<file path="config.mk">
export PLATFORM = sky130hd
export DESIGN_NAME = bom_sniffing_text_decoder
export DESIGN_NICKNAME = d
export VERILOG_FILES = /design/src/design/bsd_pkg.sv /design/src/design/bsd_front.sv /design/src/design/bsd_queue.sv /design/src/design/bsd_back.sv /design/src/design/bom_sniffing_text_decoder.sv
export SDC_FILE = /design/constraint.sdc
export NUM_CORES = 1
export LEC_CHECK = 0
export BUFFER_PORTS_ARGS = -buffer_cell sky130_fd_sc_hd__buf_2
export CAP_MARGIN = 20
export CORE_MARGIN = 2
export CORE_UTILIZATION = 62
export CTS_CLUSTER_SIZE = 12
export DETAILED_ROUTE_END_ITERATION = 10
export PLACE_DENSITY = 0.77
export SLEW_MARGIN = 15
export SYNTH_ARGS = -nofsm -noshare
export SYNTH_HDL_FRONTEND = slang
export SYNTH_SLANG_ARGS = --single-unit
export TNS_END_PERCENT = 30
</file>
<file path="constraint.sdc">
create_clock -name i_clk -period 6.58 [get_ports i_clk]
set_input_delay 1.316 -clock i_clk [delete_from_list [all_inputs] [get_ports i_clk]]
set_output_delay 1.316 -clock i_clk [all_outputs]
set_load 0.1 [all_outputs]
</file>
<file path="src/design/bsd_pkg.sv">
// shared types, codes and the per-byte step function of the bom sniffing decoder
// no dependencies; used by every module in the design folder
package bsd_pkg;

    localparam int QUEUE_DEPTH_DEF = 4;
    localparam int MAX_RES         = 3;
    localparam int CODE_W          = 21;

    localparam logic [15:0] WORD_BYTECODE = 16'hFAFA;
    localparam logic [15:0] WORD_SWAPPED  = 16'hFFFE;
    localparam logic [15:0] WORD_NATIVE   = 16'hFEFF;
    localparam logic [15:0] WORD_UTF8_BOM = 16'hBBEF;
    localparam logic [7:0]  BYTE_UTF8_END = 8'hBF;

    typedef enum logic [2:0] {
        ST_CHAR     = 3'd0,
        ST_EOS      = 3'd1,
        ST_BYTECODE = 3'd2,
        ST_IOERR    = 3'd3,
        ST_UNKNOWN  = 3'd4
    } t_status;

    typedef enum logic [1:0] {
        PH_FIRST  = 2'd0,
        PH_SECOND = 2'd1,
        PH_BOM3   = 2'd2,
        PH_DECODE = 2'd3
    } t_phase;

    typedef enum logic [1:0] {
        MODE_PLAIN = 2'd0,
        MODE_LE    = 2'd1,
        MODE_BE    = 2'd2,
        MODE_UTF8  = 2'd3
    } t_mode;

    typedef struct packed {
        logic [CODE_W-1:0] code;
        t_status           status;
    } t_res;

    // all results caused by one request, oldest in slot 0
    typedef struct packed {
        logic [1:0]              cnt;
        t_res [MAX_RES-1:0]      res;
    } t_bundle;

    typedef struct packed {
        logic    valid;
        t_bundle data;
    } t_qport;

    typedef struct packed {
        t_phase            phase;
        t_mode             mode;
        logic [7:0]        held;
        logic [CODE_W-1:0] acc;
        logic [1:0]        rem;
        logic              done;
    } t_dstate;

    typedef struct packed {
        t_dstate nxt;
        t_bundle out;
    } t_step;

    localparam t_dstate DSTATE_RST = '{
        phase: PH_FIRST, mode: MODE_PLAIN, held: 8'd0,
        acc: '0, rem: 2'd0, done: 1'b0
    };

    function automatic t_bundle bsd_push(input t_bundle b, input logic [CODE_W-1:0] code,
                                         input t_status st);
        t_bundle r;
        r = b;
        r.res[b.cnt].code   = (st == ST_CHAR) ? code : '0;
        r.res[b.cnt].status = st;
        r.cnt               = b.cnt + 2'd1;
        return r;
    endfunction

    // one character code out; a zero code ends the stream
    function automatic t_step bsd_give(input t_step s, input logic [CODE_W-1:0] code);
        t_step r;
        r = s;
        if (code == '0) begin
            r.out      = bsd_push(s.out, '0, ST_EOS);
            r.nxt.done = 1'b1;
        end else begin
            r.out = bsd_push(s.out, code, ST_CHAR);
        end
        return r;
    endfunction

    function automatic t_step bsd_finish(input t_step s, input t_status st);
        t_step r;
        r          = s;
        r.out      = bsd_push(s.out, '0, st);
        r.nxt.done = 1'b1;
        return r;
    endfunction

    function automatic t_step bsd_decode(input t_step s, input logic [7:0] b);
        t_step             r;
        logic [CODE_W-1:0] acc_n;
        r     = s;
        acc_n = {s.nxt.acc[CODE_W-7:0], b[5:0]};
        unique case (s.nxt.mode)
            MODE_PLAIN: begin
                r = bsd_give(s, {13'd0, b});
            end
            MODE_LE, MODE_BE: begin
                if (s.nxt.rem == 2'd0) begin
                    r.nxt.held = b;
                    r.nxt.rem  = 2'd1;
                end else begin
                    r.nxt.rem  = 2'd0;
                    r.nxt.held = 8'd0;
                    if (s.nxt.mode == MODE_LE) begin
                        r = bsd_give(r, {5'd0, b, s.nxt.held});
                    end else begin
                        r = bsd_give(r, {5'd0, s.nxt.held, b});
                    end
                end
            end
            MODE_UTF8: begin
                if (s.nxt.rem == 2'd0) begin
                    if (!b[7]) begin
                        r = bsd_give(s, {13'd0, b});
                    end else if (b[7:6] == 2'b10) begin
                        r = bsd_finish(s, ST_EOS);
                    end else if (b[7:5] == 3'b110) begin
                        r.nxt.acc = {16'd0, b[4:0]};
                        r.nxt.rem = 2'd1;
                    end else if (b[7:4] == 4'hE) begin
                        r.nxt.acc = {17'd0, b[3:0]};
                        r.nxt.rem = 2'd2;
                    end else begin
                        r.nxt.acc = {18'd0, b[2:0]};
                        r.nxt.rem = 2'd3;
                    end
                end else begin
                    r.nxt.acc = acc_n;
                    r.nxt.rem = s.nxt.rem - 2'd1;
                    if (s.nxt.rem == 2'd1) begin
                        r = bsd_give(r, acc_n);
                    end
                end
            end
            default: r = s;
        endcase
        return r;
    endfunction

    // full effect of one request on the decoder state and the results it causes
    function automatic t_step bsd_step(input t_dstate s, input logic has,
                                       input logic [7:0] b, input logic fin);
        t_step       r;
        logic [15:0] word;
        r     = '{nxt: s, out: '0};
        word  = {b, s.held};
        if (has && !s.done) begin
            unique case (s.phase)
                PH_FIRST: begin
                    r.nxt.held  = b;
                    r.nxt.phase = PH_SECOND;
                end
                PH_SECOND: begin
                    r.nxt.held  = 8'd0;
                    r.nxt.phase = PH_DECODE;
                    if (word == WORD_BYTECODE) begin
                        r = bsd_finish(r, ST_BYTECODE);
                    end else if (word == WORD_SWAPPED) begin
                        r.nxt.mode = MODE_BE;
                    end else if (word == WORD_NATIVE) begin
                        r.nxt.mode = MODE_LE;
                    end else if (word == WORD_UTF8_BOM) begin
                        r.nxt.phase = PH_BOM3;
                    end else begin
                        // no mark: replay both bytes as plain text
                        r.nxt.mode = MODE_PLAIN;
                        r = bsd_give(r, {13'd0, s.held});
                        if (!r.nxt.done) begin
                            r = bsd_give(r, {13'd0, b});
                        end
                    end
                end
                PH_BOM3: begin
                    if (b == BYTE_UTF8_END) begin
                        r.nxt.mode  = MODE_UTF8;
                        r.nxt.phase = PH_DECODE;
                    end else begin
                        r = bsd_finish(r, ST_UNKNOWN);
                    end
                end
                PH_DECODE: begin
                    r = bsd_decode(r, b);
                end
                default: r = r;
            endcase
        end
        if (fin) begin
            if (!r.nxt.done && r.nxt.phase == PH_SECOND) begin
                r = bsd_give(r, {13'd0, r.nxt.held});
            end
            if (!r.nxt.done) begin
                r = bsd_finish(r, (r.nxt.phase == PH_BOM3) ? ST_IOERR : ST_EOS);
            end
            r.nxt = DSTATE_RST;
        end
        return r;
    endfunction

endpackage

</file>
<file path="src/design/bsd_front.sv">
// front end: takes requests, tracks bom and decode state, builds result bundles
// depends on bsd_pkg
module bsd_front (
    input  logic            i_clk,
    input  logic            i_rst_n,
    input  logic            i_take,
    input  logic            i_has_byte,
    input  logic [7:0]      i_data_byte,
    input  logic            i_final_byte,
    output bsd_pkg::t_qport o_push
);
    import bsd_pkg::*;

    t_dstate r_state;
    t_dstate n_state;
    t_step   w_step;
    t_bundle w_out;

    assign w_step = bsd_step(r_state, i_has_byte, i_data_byte, i_final_byte);

    // next state
    always_comb begin
        n_state = r_state;
        if (i_take) begin
            n_state = w_step.nxt;
        end
    end

    // outputs
    always_comb begin
        w_out        = w_step.out;
        o_push.valid = i_take && (w_out.cnt != 2'd0);
        o_push.data  = w_out;
    end

    always_ff @(posedge i_clk) begin
        if (!i_rst_n) begin
            r_state <= DSTATE_RST;
        end else begin
            r_state <= n_state;
        end
    end

endmodule

</file>
<file path="src/design/bsd_queue.sv">
// bundle queue between front and back end
// depends on bsd_pkg
module bsd_queue #(
    parameter int DEPTH = bsd_pkg::QUEUE_DEPTH_DEF
) (
    input  logic            i_clk,
    input  logic            i_rst_n,
    input  bsd_pkg::t_qport i_push,
    input  logic            i_pop,
    output logic            o_full,
    output bsd_pkg::t_qport o_head
);
    import bsd_pkg::*;

    localparam int PTR_W = (DEPTH > 1) ? $clog2(DEPTH) : 1;
    localparam int CNT_W = $clog2(DEPTH + 1);

    t_bundle            r_mem [DEPTH];
    logic [PTR_W-1:0]   r_wptr;
    logic [PTR_W-1:0]   r_rptr;
    logic [CNT_W-1:0]   r_count;
    logic               w_wr;
    logic               w_rd;

    assign o_full      = (r_count == CNT_W'(DEPTH));
    assign o_head.valid = (r_count != '0);
    assign o_head.data = r_mem[r_rptr];
    assign w_wr        = i_push.valid && !o_full;
    assign w_rd        = i_pop && o_head.valid;

    always_ff @(posedge i_clk) begin
        if (w_wr) begin
            r_mem[r_wptr] <= i_push.data;
        end
    end

    always_ff @(posedge i_clk) begin
        if (!i_rst_n) begin
            r_wptr  <= '0;
            r_rptr  <= '0;
            r_count <= '0;
        end else begin
            if (w_wr) begin
                r_wptr <= (r_wptr == PTR_W'(DEPTH - 1)) ? '0 : r_wptr + 1'b1;
            end
            if (w_rd) begin
                r_rptr <= (r_rptr == PTR_W'(DEPTH - 1)) ? '0 : r_rptr + 1'b1;
            end
            if (w_wr && !w_rd) begin
                r_count <= r_count + 1'b1;
            end else if (w_rd && !w_wr) begin
                r_count <= r_count - 1'b1;
            end
        end
    end

endmodule

</file>
<file path="src/design/bsd_back.sv">
// back end: walks the head bundle and hands out its results one at a time, held by i_stall
// depends on bsd_pkg
module bsd_back (
    input  logic                          i_clk,
    input  logic                          i_rst_n,
    input  bsd_pkg::t_qport               i_head,
    input  logic                          i_stall,
    output logic                          o_pop,
    output logic                          o_valid,
    output logic [bsd_pkg::CODE_W-1:0]    o_char_code,
    output logic [2:0]                    o_status,
    output logic                          o_last_result
);
    import bsd_pkg::*;

    logic [1:0] r_idx;
    logic       w_take;
    t_res       w_cur;

    assign w_cur         = i_head.data.res[r_idx];
    assign o_valid       = i_head.valid;
    assign o_char_code   = w_cur.code;
    assign o_status      = w_cur.status;
    assign o_last_result = (r_idx == i_head.data.cnt - 2'd1);
    assign w_take        = o_valid && !i_stall;
    assign o_pop         = w_take && o_last_result;

    always_ff @(posedge i_clk) begin
        if (!i_rst_n) begin
            r_idx <= 2'd0;
        end else if (w_take) begin
            r_idx <= o_last_result ? 2'd0 : r_idx + 2'd1;
        end
    end

endmodule

</file>
<file path="src/design/bom_sniffing_text_decoder.sv">
// top level of the bom sniffing text decoder: front end, bundle queue, back end
// depends on bsd_pkg, bsd_front, bsd_queue, bsd_back
//
//  channel | direction | handshake          | payload
//  --------+-----------+--------------------+-------------------------------------------
//  input   | in        | i_valid / o_stall  | i_has_byte, i_data_byte, i_final_byte
//  result  | out       | o_valid / i_stall  | o_char_code, o_status, o_last_result
//
// one input byte is taken every cycle while the bundle queue has room
// a request occupies the result port once per result it causes (one to three);
// requests that cause no result never reach the back end
// sustained rate is set by the single result port draining the queue
// reset is synchronous, active low, and clears the decoder state, queue and result index
// o_stall rises only when the queue is full; i_stall holds the current result in place
module bom_sniffing_text_decoder #(
    parameter int QUEUE_DEPTH = bsd_pkg::QUEUE_DEPTH_DEF
) (
    input  logic                       i_clk,
    input  logic                       i_rst_n,
    // byte channel
    input  logic                       i_valid,
    output logic                       o_stall,
    input  logic                       i_has_byte,
    input  logic [7:0]                 i_data_byte,
    input  logic                       i_final_byte,
    // result channel
    output logic                       o_valid,
    input  logic                       i_stall,
    output logic [bsd_pkg::CODE_W-1:0] o_char_code,
    output logic [2:0]                 o_status,
    output logic                       o_last_result
);
    import bsd_pkg::*;

    t_qport w_push;   // bundle built by the front end for this request
    t_qport w_head;   // oldest bundle waiting for the result port
    logic   w_full;
    logic   w_pop;
    logic   w_take;

    // a request is taken whenever the queue can hold whatever it causes
    assign o_stall = w_full;
    assign w_take  = i_valid && !w_full;

    // front end: bom sniffing, utf-8 / utf-16 / plain decode, end of buffer handling
    bsd_front u_front (
        .i_clk        (i_clk),
        .i_rst_n      (i_rst_n),
        .i_take       (w_take),
        .i_has_byte   (i_has_byte),
        .i_data_byte  (i_data_byte),
        .i_final_byte (i_final_byte),
        .o_push       (w_push)
    );

    // decouples byte intake from result drain
    bsd_queue #(
        .DEPTH (QUEUE_DEPTH)
    ) u_queue (
        .i_clk   (i_clk),
        .i_rst_n (i_rst_n),
        .i_push  (w_push),
        .i_pop   (w_pop),
        .o_full  (w_full),
        .o_head  (w_head)
    );

    // back end: serializes each bundle onto the result port, marks its last result
    bsd_back u_back (
        .i_clk         (i_clk),
        .i_rst_n       (i_rst_n),
        .i_head        (w_head),
        .i_stall       (i_stall),
        .o_pop         (w_pop),
        .o_valid       (o_valid),
        .o_char_code   (o_char_code),
        .o_status      (o_status),
        .o_last_result (o_last_result)
    );

endmodule
</file>
Word-level counts from Yosys, hierarchy flattened
Memory sizes are Yosys's and may differ from the RTL's. A register that Yosys moved wholly into a read port is not among the register bits.
Cells that the tools add are included.
Word-level totals
  bits in registers: 45
  RAM bits: 296
  logic and storage cells: 175
  memories kept: 1
Cells by class
  $add $sub $neg: 10
  $lt $le $gt $ge: 7
  equal/unequal tests: 21
  multiplexer cells: 94
  reduce and logical (&&, ||, !) cells: 32
Memory list
  u_queue.r_mem: words 4, width 74, read ports 1, clocked after memory_dff 1, write ports 1, line bsd_queue.sv:18  | t_bundle r_mem [DEPTH];
Operators by type and width (number)
  72-bit bitwise mux: 10
  75-bit 2-to-1 mux: 7
  74-bit 2-to-1 mux: 7
  110-bit 2-to-1 mux: 4
  110-bit one-hot mux with 3 select lines: 1
  98-bit one-hot mux with 3 select lines: 1
  24-bit demux with 2-bit select: 6
  106-bit 2-to-1 mux: 2
  98-bit 2-to-1 mux: 2
  72-bit 2-to-1 mux: 2
  24-bit 2-to-1 mux: 5
  108-bit 2-to-1 mux: 1
  16-bit == test, second input constant: 4
  24-bit binary-select mux with 2-bit select: 1
  19-bit 2-to-1 mux: 2
  16-bit zero test: 2
  8-bit one-hot mux with 4 select lines: 1
  8-bit zero test: 3
  2-bit 2-to-1 mux: 12
  23-bit 2-to-1 mux: 1
  11-bit 2-to-1 mux: 2
  21-bit zero test: 1
  2-bit == test, second input constant: 8
  1-bit 2-to-1 mux: 15
  other kinds (25): 64

Logic depth before layout (Yosys ltp)
Gate-level depths: netlist of the first run.
  depth after elaboration: 46
  mapped depth: 20
  depth with buffers taken out: 19

Modules after synthesis
A second synthesis of the first run with hierarchy kept.
Unflattened totals
  cell total of the unflattened synthesis: 1023
  area total of the unflattened synthesis: 15357.2 um^2
Modules (own cells, without submodules)
  bsd_queue: instances 1, cells an instance 437, area each 11157.0 um^2, seq. area each 9068.7 um^2
  bsd_front: instances 1, cells an instance 487, area each 3535.9 um^2, seq. area each 600.6 um^2
  bsd_back: instances 1, cells an instance 98, area each 650.6 um^2, seq. area each 40.0 um^2
  bom_sniffing_text_decoder: instances 1, cells an instance 1, area each 13.8 um^2, seq. area each 0.0 um^2

Least setup slack after synthesis of the first run
OpenSTA, ideal clock, no wires.
  path kind: reg2reg
  start: reg (tool-made name)
  end: reg u_queue.r_count[2]
  setup time: 0.076 ns
  arrival: 5.017 ns
  data required time: 6.504 ns
  path slack: 1.488 ns
  stages on the path, launching flop included: 13
  buffers on the path: 1
  cells stage by stage: dfxtp_1 -> buf_2 -> mux4_2 -> xnor2_1 -> nand2_1 -> o21ai_0 -> nand2_1 -> ha_1 -> inv_1 -> fa_1 -> xor2_1 -> or3_1 -> a21boi_0
RTL lines
  end signal, assigned: line bsd_queue.sv:50  | r_count <= r_count + 1'b1;
  end signal, assigned: line bsd_queue.sv:52  | r_count <= r_count - 1'b1;
  end, declared: line bsd_queue.sv:21  | logic [CNT_W-1:0] r_count;

Final worst setup path of the first run
  start: in i_data_byte[5]
  end: reg u_queue.r_count[2]
Between the ends
  word-level cells in the longest chain between the ends: 22
  elaborated cells between the ends (all ways): 54
  classes of those cells: 2 x add/sub; 6 x eq/ne; 32 x mux; 14 x reduce/logical
RTL lines
  start, declared: line bom_sniffing_text_decoder.sv:24  | input logic [7:0] i_data_byte,
  8-bit zero test: line bsd_pkg.sv:86  | if (code == '0) begin
  1-bit 2-to-1 mux: line bsd_pkg.sv:86
  75-bit 2-to-1 mux: line bsd_pkg.sv:183  | if (!r.nxt.done) begin
  108-bit 2-to-1 mux: line bsd_pkg.sv:177  | end else if (word == WORD_UTF8_BOM) begin
  106-bit 2-to-1 mux: line bsd_pkg.sv:175  | end else if (word == WORD_NATIVE) begin
  106-bit 2-to-1 mux: line bsd_pkg.sv:173  | end else if (word == WORD_SWAPPED) begin
  110-bit 2-to-1 mux: line bsd_pkg.sv:171  | if (word == WORD_BYTECODE) begin
  98-bit one-hot mux with 3 select lines: line bsd_pkg.sv:163  | unique case (s.phase)
  (+7 left out)
  110-bit 2-to-1 mux *: line bsd_pkg.sv:202  | if (fin) begin
  2-bit nonzero test *: line bsd_front.sv:32  | o_push.valid = i_take && (w_out.cnt != 2'd0);
  1-bit logical AND *: line bsd_front.sv:32
  1-bit logical AND *: line bsd_queue.sv:28  | assign w_wr = i_push.valid && !o_full;
  named net u_queue.w_wr: line bsd_queue.sv:22  | logic w_wr;
  1-bit zero test: line bsd_queue.sv:51  | end else if (w_rd && !w_wr) begin
  1-bit logical AND: line bsd_queue.sv:51
  2-bit nonzero test (no line)
Mark *: on every way through the listed nets, which the timed path passes. The select of a mux whose other input is x is not followed.
A chain may end at the register's enable or synchronous reset.

==> impl_metrics.tcl, run 1 <==
set metrics [dict create \
    slew_violations 0 \
    ctsResizeCount 0 \
    ys_async_sr_fraction_pct 0 \
    p_per_area_nw_per_um2 371 \
    dieHeight_um 135 \
    layout.nets 844 \
    worst_slew_pin_slew_ps 1010 \
    gp_congestion 1.02 \
    post_dp_cell_area_um2 10900 \
    grt_max_degree 47 \
    stdcell_count 1050 \
    ys_types 73 \
    drt_wl_total_mm 25.3 \
    fillCellCount 1113 \
    cts_tree "yes" \
    grt_pass1_vias 7019 \
    place_inst 1009 \
    ys_seq_area_share_pct 60.1 \
    crit_fanout 11 \
    num_vias 6933 \
    syn-num-nets 820 \
    final_common_cell "edfxtp_1" \
    netlist_instances 790 \
    drtIter0Drc 735 \
    ir_worst_vdd_mv 0.342 \
    critPathLaunchType "primary input" \
    maxCapViolations 0 \
    period_needed_ps 5060 \
    final_cell_mix "edfxtp_1 (184), nand2_1 (54), nor2_1 (52)" \
    io_buffers 40 \
    finalSetupTns_ps 0 \
    dieArea_um2 18100 \
    timing.fmax_mhz 198 \
    path_clk_slew_ps 60 \
    synthesis.area_um2 10600 \
    clock-sinks 225 \
    hold_viol_final 0 \
    drive_above_1_share_pct 17.7 \
    critical_path_required_ps 6990 \
    rsz0062_at_grt "no" \
    synth-seq-cells 225 \
    cts_setup_buffers 0 \
    grt_util_all_layers_pct 29.0 \
    grt_overflow 0 \
    syn_to_final_growth_pct 10.0 \
    ctsHoldBuffers 0 \
    setup_viol_count_final 0 \
    rows 47 \
    clock_latency_ps 500 \
    slew_headroom_pct 32.6 \
    start_util_pct 63.5 \
    fin_crit_sh_pct 76.9 \
    fin_skew_ps 17.6 \
    post-route-cell-area_um2 11600 \
    cts_buffers 23 \
    antenna_left 0 \
    rrSetupSlack_ps 1700 \
    cts_root_buf "clkbuf_16" \
    htreeDepth 1 \
    seq_area_um2 6350 \
    antennaDiodeCount 0 \
    cts_max_path_buffers 3 \
    grt_pass1_wl_mm 40.0 \
    antenna_found_initial 0 \
    p_leak_nw 3.79 \
    drcViolationCount 0 \
    die_w_um 135 \
    ioPinCount 41 \
    status "completed" \
    cp-end-kind "flop" \
    yosys_warnings 0 \
    criticalPathCategory "in -> reg" \
    synth_edf_count 184 \
    first_pass_iters 5 \
    via_per_inst 6.60 \
    core_um2 16600 \
    cp.arrival_ps 5460 \
    hold_class "reg -> reg" \
    dp_hpwl_mm 17.4 \
    multiInputGateArea_um2 3920 \
    postSynthAreaPerCell_um2 13.4 \
    wl_per_cell_um 24.1 \
    ys.flop_type "edfxtp_1" \
]
through the flow:
stage | setup slack, ps | utilization, % | hold WS [ps] | power, mW
after floorplan | 1490 | - | 467 | 2.87
after global placement | 1240 | 65.6 | 477 | 3.10
after detailed placement | 1050 | 65.6 | 493 | 3.12
after CTS | 1540 | 69.9 | 502 | 4.33
after global routing | 1300 | 69.9 | 539 | 4.45
final | 1520 | 69.9 | 508 | 4.31
power breakdown:
group | switching [mW] | internal [mW]
clock | 0.491 | 0.725
combinational | 0.990 | 0.327
sequential | 0.106 | 1.67
flip-flops by register name (all words and copies together), names as in the netlist, named ones only:
signal	count
u_queue.r_wptr	2
u_queue.r_mem	184
u_back.r_idx	2
u_front.r_state	30
u_queue.r_count	3
u_queue.r_rptr	2
routing by layer:
| layer | GRT usage, % | part of all wire, % | vias to the layer above |
|---|---|---|---|
| met3 | 4.28 | 7.6 | 47 |
| met2 | 48.7 | 50 | 328 |
| li1 | - | - | 3077 |
| met5 | 0 | 0 | - |
| met1 | 40.3 | 40 | 3481 |
| met4 | 8.07 | 2.3 | 0 |
layout make-up:
type	count	area share, %
inverters	31	1.00
repair buffers	47	2.28
clock buffers	39	5.74
multi-input cells	486	33.7
flip-flops and latches	225	54.6
well taps	220	2.37
clock inverters	2	0.301
worst max-delay path, stage by stage:
cell and delay (ps):
buf_2 230, nand3_1 150, or4_1 580, nor2_1 190
a21oi_1 110, and2_1 190, ha_1 290, a21oi_1 100
ha_1 350, nor2b_1 40, o2bb2ai_1 170, o2bb2ai_4 300
ha_1 240, inv_1 80, fa_1 430, xor2_1 170
or3_1 300, a21boi_0 200
kinds of logic (layout without fill, tap and decap cells):
| group | after synthesis | count (layout) | share of synthesized area, % |
|---|---|---|---|
| fa+ha+maj | 16 | 16 | 1.97 |
| simple gates | 235 | 235 | 11.8 |
| mux | 73 | 73 | 12.4 |
| xor+xnor | 5 | 5 | 0.415 |
| flops | 225 | 225 | 60.1 |
| compound gates | 157 | 157 | 10.5 |
| buf+inv | 79 | 119 | 2.92 |
synth_stat cells (all sizes together) (2+ instances only):
cell type	number	share of area, %
edfxtp	184	52
nand2	54	1.9
nor2	52	1.8
mux4	46	9.8
dfxtp	41	7.8
nor2b	32	1.9
inv	31	1.1
and2	29	1.7
clkbuf	29	1.0
o21ai	29	1.4
mux2i	27	2.6
a21oi	25	1.3
a22oi	23	1.6
o22ai	22	1.3
buf	19	0.78
ha	15	1.8
a21boi	14	0.99
nand3	14	0.71
o2bb2ai	10	1.0
nor4	9	0.53
nand4	8	0.59
nor3	8	0.43
nand2b	5	0.30
a31oi	4	0.24
nor3b	4	0.33
o32ai	4	0.33
or2	4	0.24
a211oi	3	0.26
nand3b	3	0.21
o2111ai	3	0.31
or3	3	0.18
or4	3	0.28
xnor2	3	0.25
a32oi	2	0.17
a41oi	2	0.17
o21a	2	0.14
o21bai	2	0.14
o221a	2	0.21
xor2	2	0.17
path summary, 6_finish.rpt:
check,from,endpoint,cells past startpoint
hold reg to reg,u_queue.r_rptr[0],flop,2
hold / removal,u_queue.r_rptr[0],flop,2
setup reg to reg,u_front.r_state[32],u_queue.r_count[2],19
setup / recovery,i_data_byte[5],u_queue.r_count[2],18
(Power assumes the default switching activity.)
==> run 2, diff against run 1 <==
Clock period 6.58 ns to 5.15 ns, I/O delays scaled along.
==> run 2 against run 1 <==
Net effect:
- setup slack worse by 1100 ps
- clock skew is 4.4 ps higher
- register-to-register slack worse by 1300 ps
- utilization is 1.5 points higher
- non-clock buffer count is 21 higher
- global-route usage is 2.0 points higher
- sequential power is 27% higher
- final area is 2.2% higher
==> impl_metrics.tcl, run 2 (same netlist as run 1, synthesis figures left out) <==
set metrics [dict create \
    status "completed" \
    critPathLaunchType "flop" \
    pre_cts_ws_ps 65.1 \
    path_clk_slew_ps 60 \
    wirelength_met1_mm 10.8 \
    syn_to_final_growth_pct 12.4 \
    ir_worst_vdd_mv 0.400 \
    grt_pass1_vias 7174 \
    num_vias 7234 \
    crit_fanout 7 \
    cp-startpoint "u_front.r_state[32]" \
    period_needed_ps 4770 \
    critical_path_required_ps 5580 \
    ctsResizeCount 0 \
    antenna_found_initial 0 \
    via_per_inst 6.74 \
    drt_wl_total_mm 27.5 \
    io_buffers 40 \
    dr_wl_met3_mm 2.28 \
    post_dp_cell_area_um2 11100 \
    grt_util_all_layers_pct 31.0 \
    cts_buffers 24 \
    p_per_area_nw_per_um2 479 \
    fin_skew_ps 22.0 \
    power.total_mw 5.69 \
    antenna_left 0 \
    hold_class "reg -> reg" \
    cts_setup_buffers 0 \
    hold_viol_final 0 \
    setup_viol_count_final 0 \
    rr_startpoint "u_front.r_state[32]" \
    hold_ws_ps 507 \
    clock-sinks 225 \
    grt_pass1_wl_mm 42.3 \
    dieArea_um2 18100 \
    gp_congestion 1.01 \
    criticalPathCategory "reg -> reg" \
    antennaDiodeCount 0 \
    layout.nets 866 \
    stdcell_count 1074 \
    worstHoldStart "u_front.r_state[3]" \
    drtIter0Drc 966 \
    wl_per_cell_um 25.6 \
    post-route-cell-area_um2 11900 \
    ioPinCount 41 \
    slew_violations 0 \
    drcViolationCount 0 \
    p_leak_nw 3.92 \
    dieHeight_um 135 \
    cts_max_path_buffers 3 \
    post-route-util_pct 71.4 \
    dp_hpwl_mm 18.0 \
    place_inst 1030 \
    cts_root_buf "clkbuf_16" \
    top_register "u_queue.r_mem" \
    cts_tree "yes" \
    drive_above_1_share_pct 19.9 \
    rows 47 \
    die_w_um 135 \
    top_layer "met4" \
    clock_latency_ps 510 \
    top_regs "u_queue.r_mem: 184 flops, u_front.r_state: 30 flops, u_queue.r_count: 3 flops" \
    grt_overflow 0 \
    ctsHoldBuffers 0 \
    first_pass_iters 5 \
    start_util_pct 63.5 \
    worst_slew_pin_slew_ps 1060 \
    cp-end-kind "flop" \
    slew_headroom_pct 29.2 \
    fin_crit_sh_pct 92.5 \
    timing.fmax_mhz 210 \
    cp.arrival_ps 5190 \
    largest_reg_flops 184 \
    core_um2 16600 \
    rsz0062_at_grt "no" \
    maxCapViolations 0 \
    setup_slack_ps 384 \
    final_cell_mix "edfxtp_1 (184), nand2_1 (54), nor2_1 (52)" \
    finalSetupTns_ps 0 \
    htreeDepth 1 \
    final_common_cell "edfxtp_1" \
    grt_max_degree 47 \
    wl_met2_mm 13.6 \
]
## run 2: cell types whose count changed in the layout (fill, tap and decap cells not counted), sizes merged
cell / delta
clkinv: +2
buf: +21
bufinv: +1
## run 2: final timing paths
path	to	slack (ps)	cells past startpoint
setup reg to reg	u_queue.r_count[2]	380	19
hold / removal	u_front.r_state[3]	510	2
setup / recovery	u_queue.r_count[2]	380	19
hold reg to reg	u_front.r_state[3]	510	2
## run 2: cell type report
cell class	instances	area, um^2
timing repair buffer	68	460
clock inverter	5	81.3
tap	220	275
multi-input combinational	486	3920
clock buffer	39	678
sequential	225	6350
inverter	31	116
fill	1078	4760
## run 2: report_power, final
group          switching [mW]  internal (mW)
Clock                   0.665           1.00
Sequential              0.122           2.13
Combinational            1.33          0.445
Total                    2.12           3.58
## run 2: worst max-delay path: stages, from the launching register on
cell and delay [ps]:
dfxtp_1 370, inv_1 60, ha_1 210, or4b_1 540, o32ai_1 220, o32ai_1 150
a21oi_1 210, and2_1 240, ha_1 260, a21oi_1 250, ha_1 190, nor2b_1 40
o2bb2ai_1 180, o2bb2ai_4 330, ha_1 250, inv_1 70, fa_1 430, xor2_1 180
or3_1 300, a21boi_0 190
## run 2: layer usage
layer	GRT usage (%)	up-vias
met4	11.2	0
met3	3.83	78
met1	43.3	3557
li1	-	3127
met5	0	-
met2	51.0	472
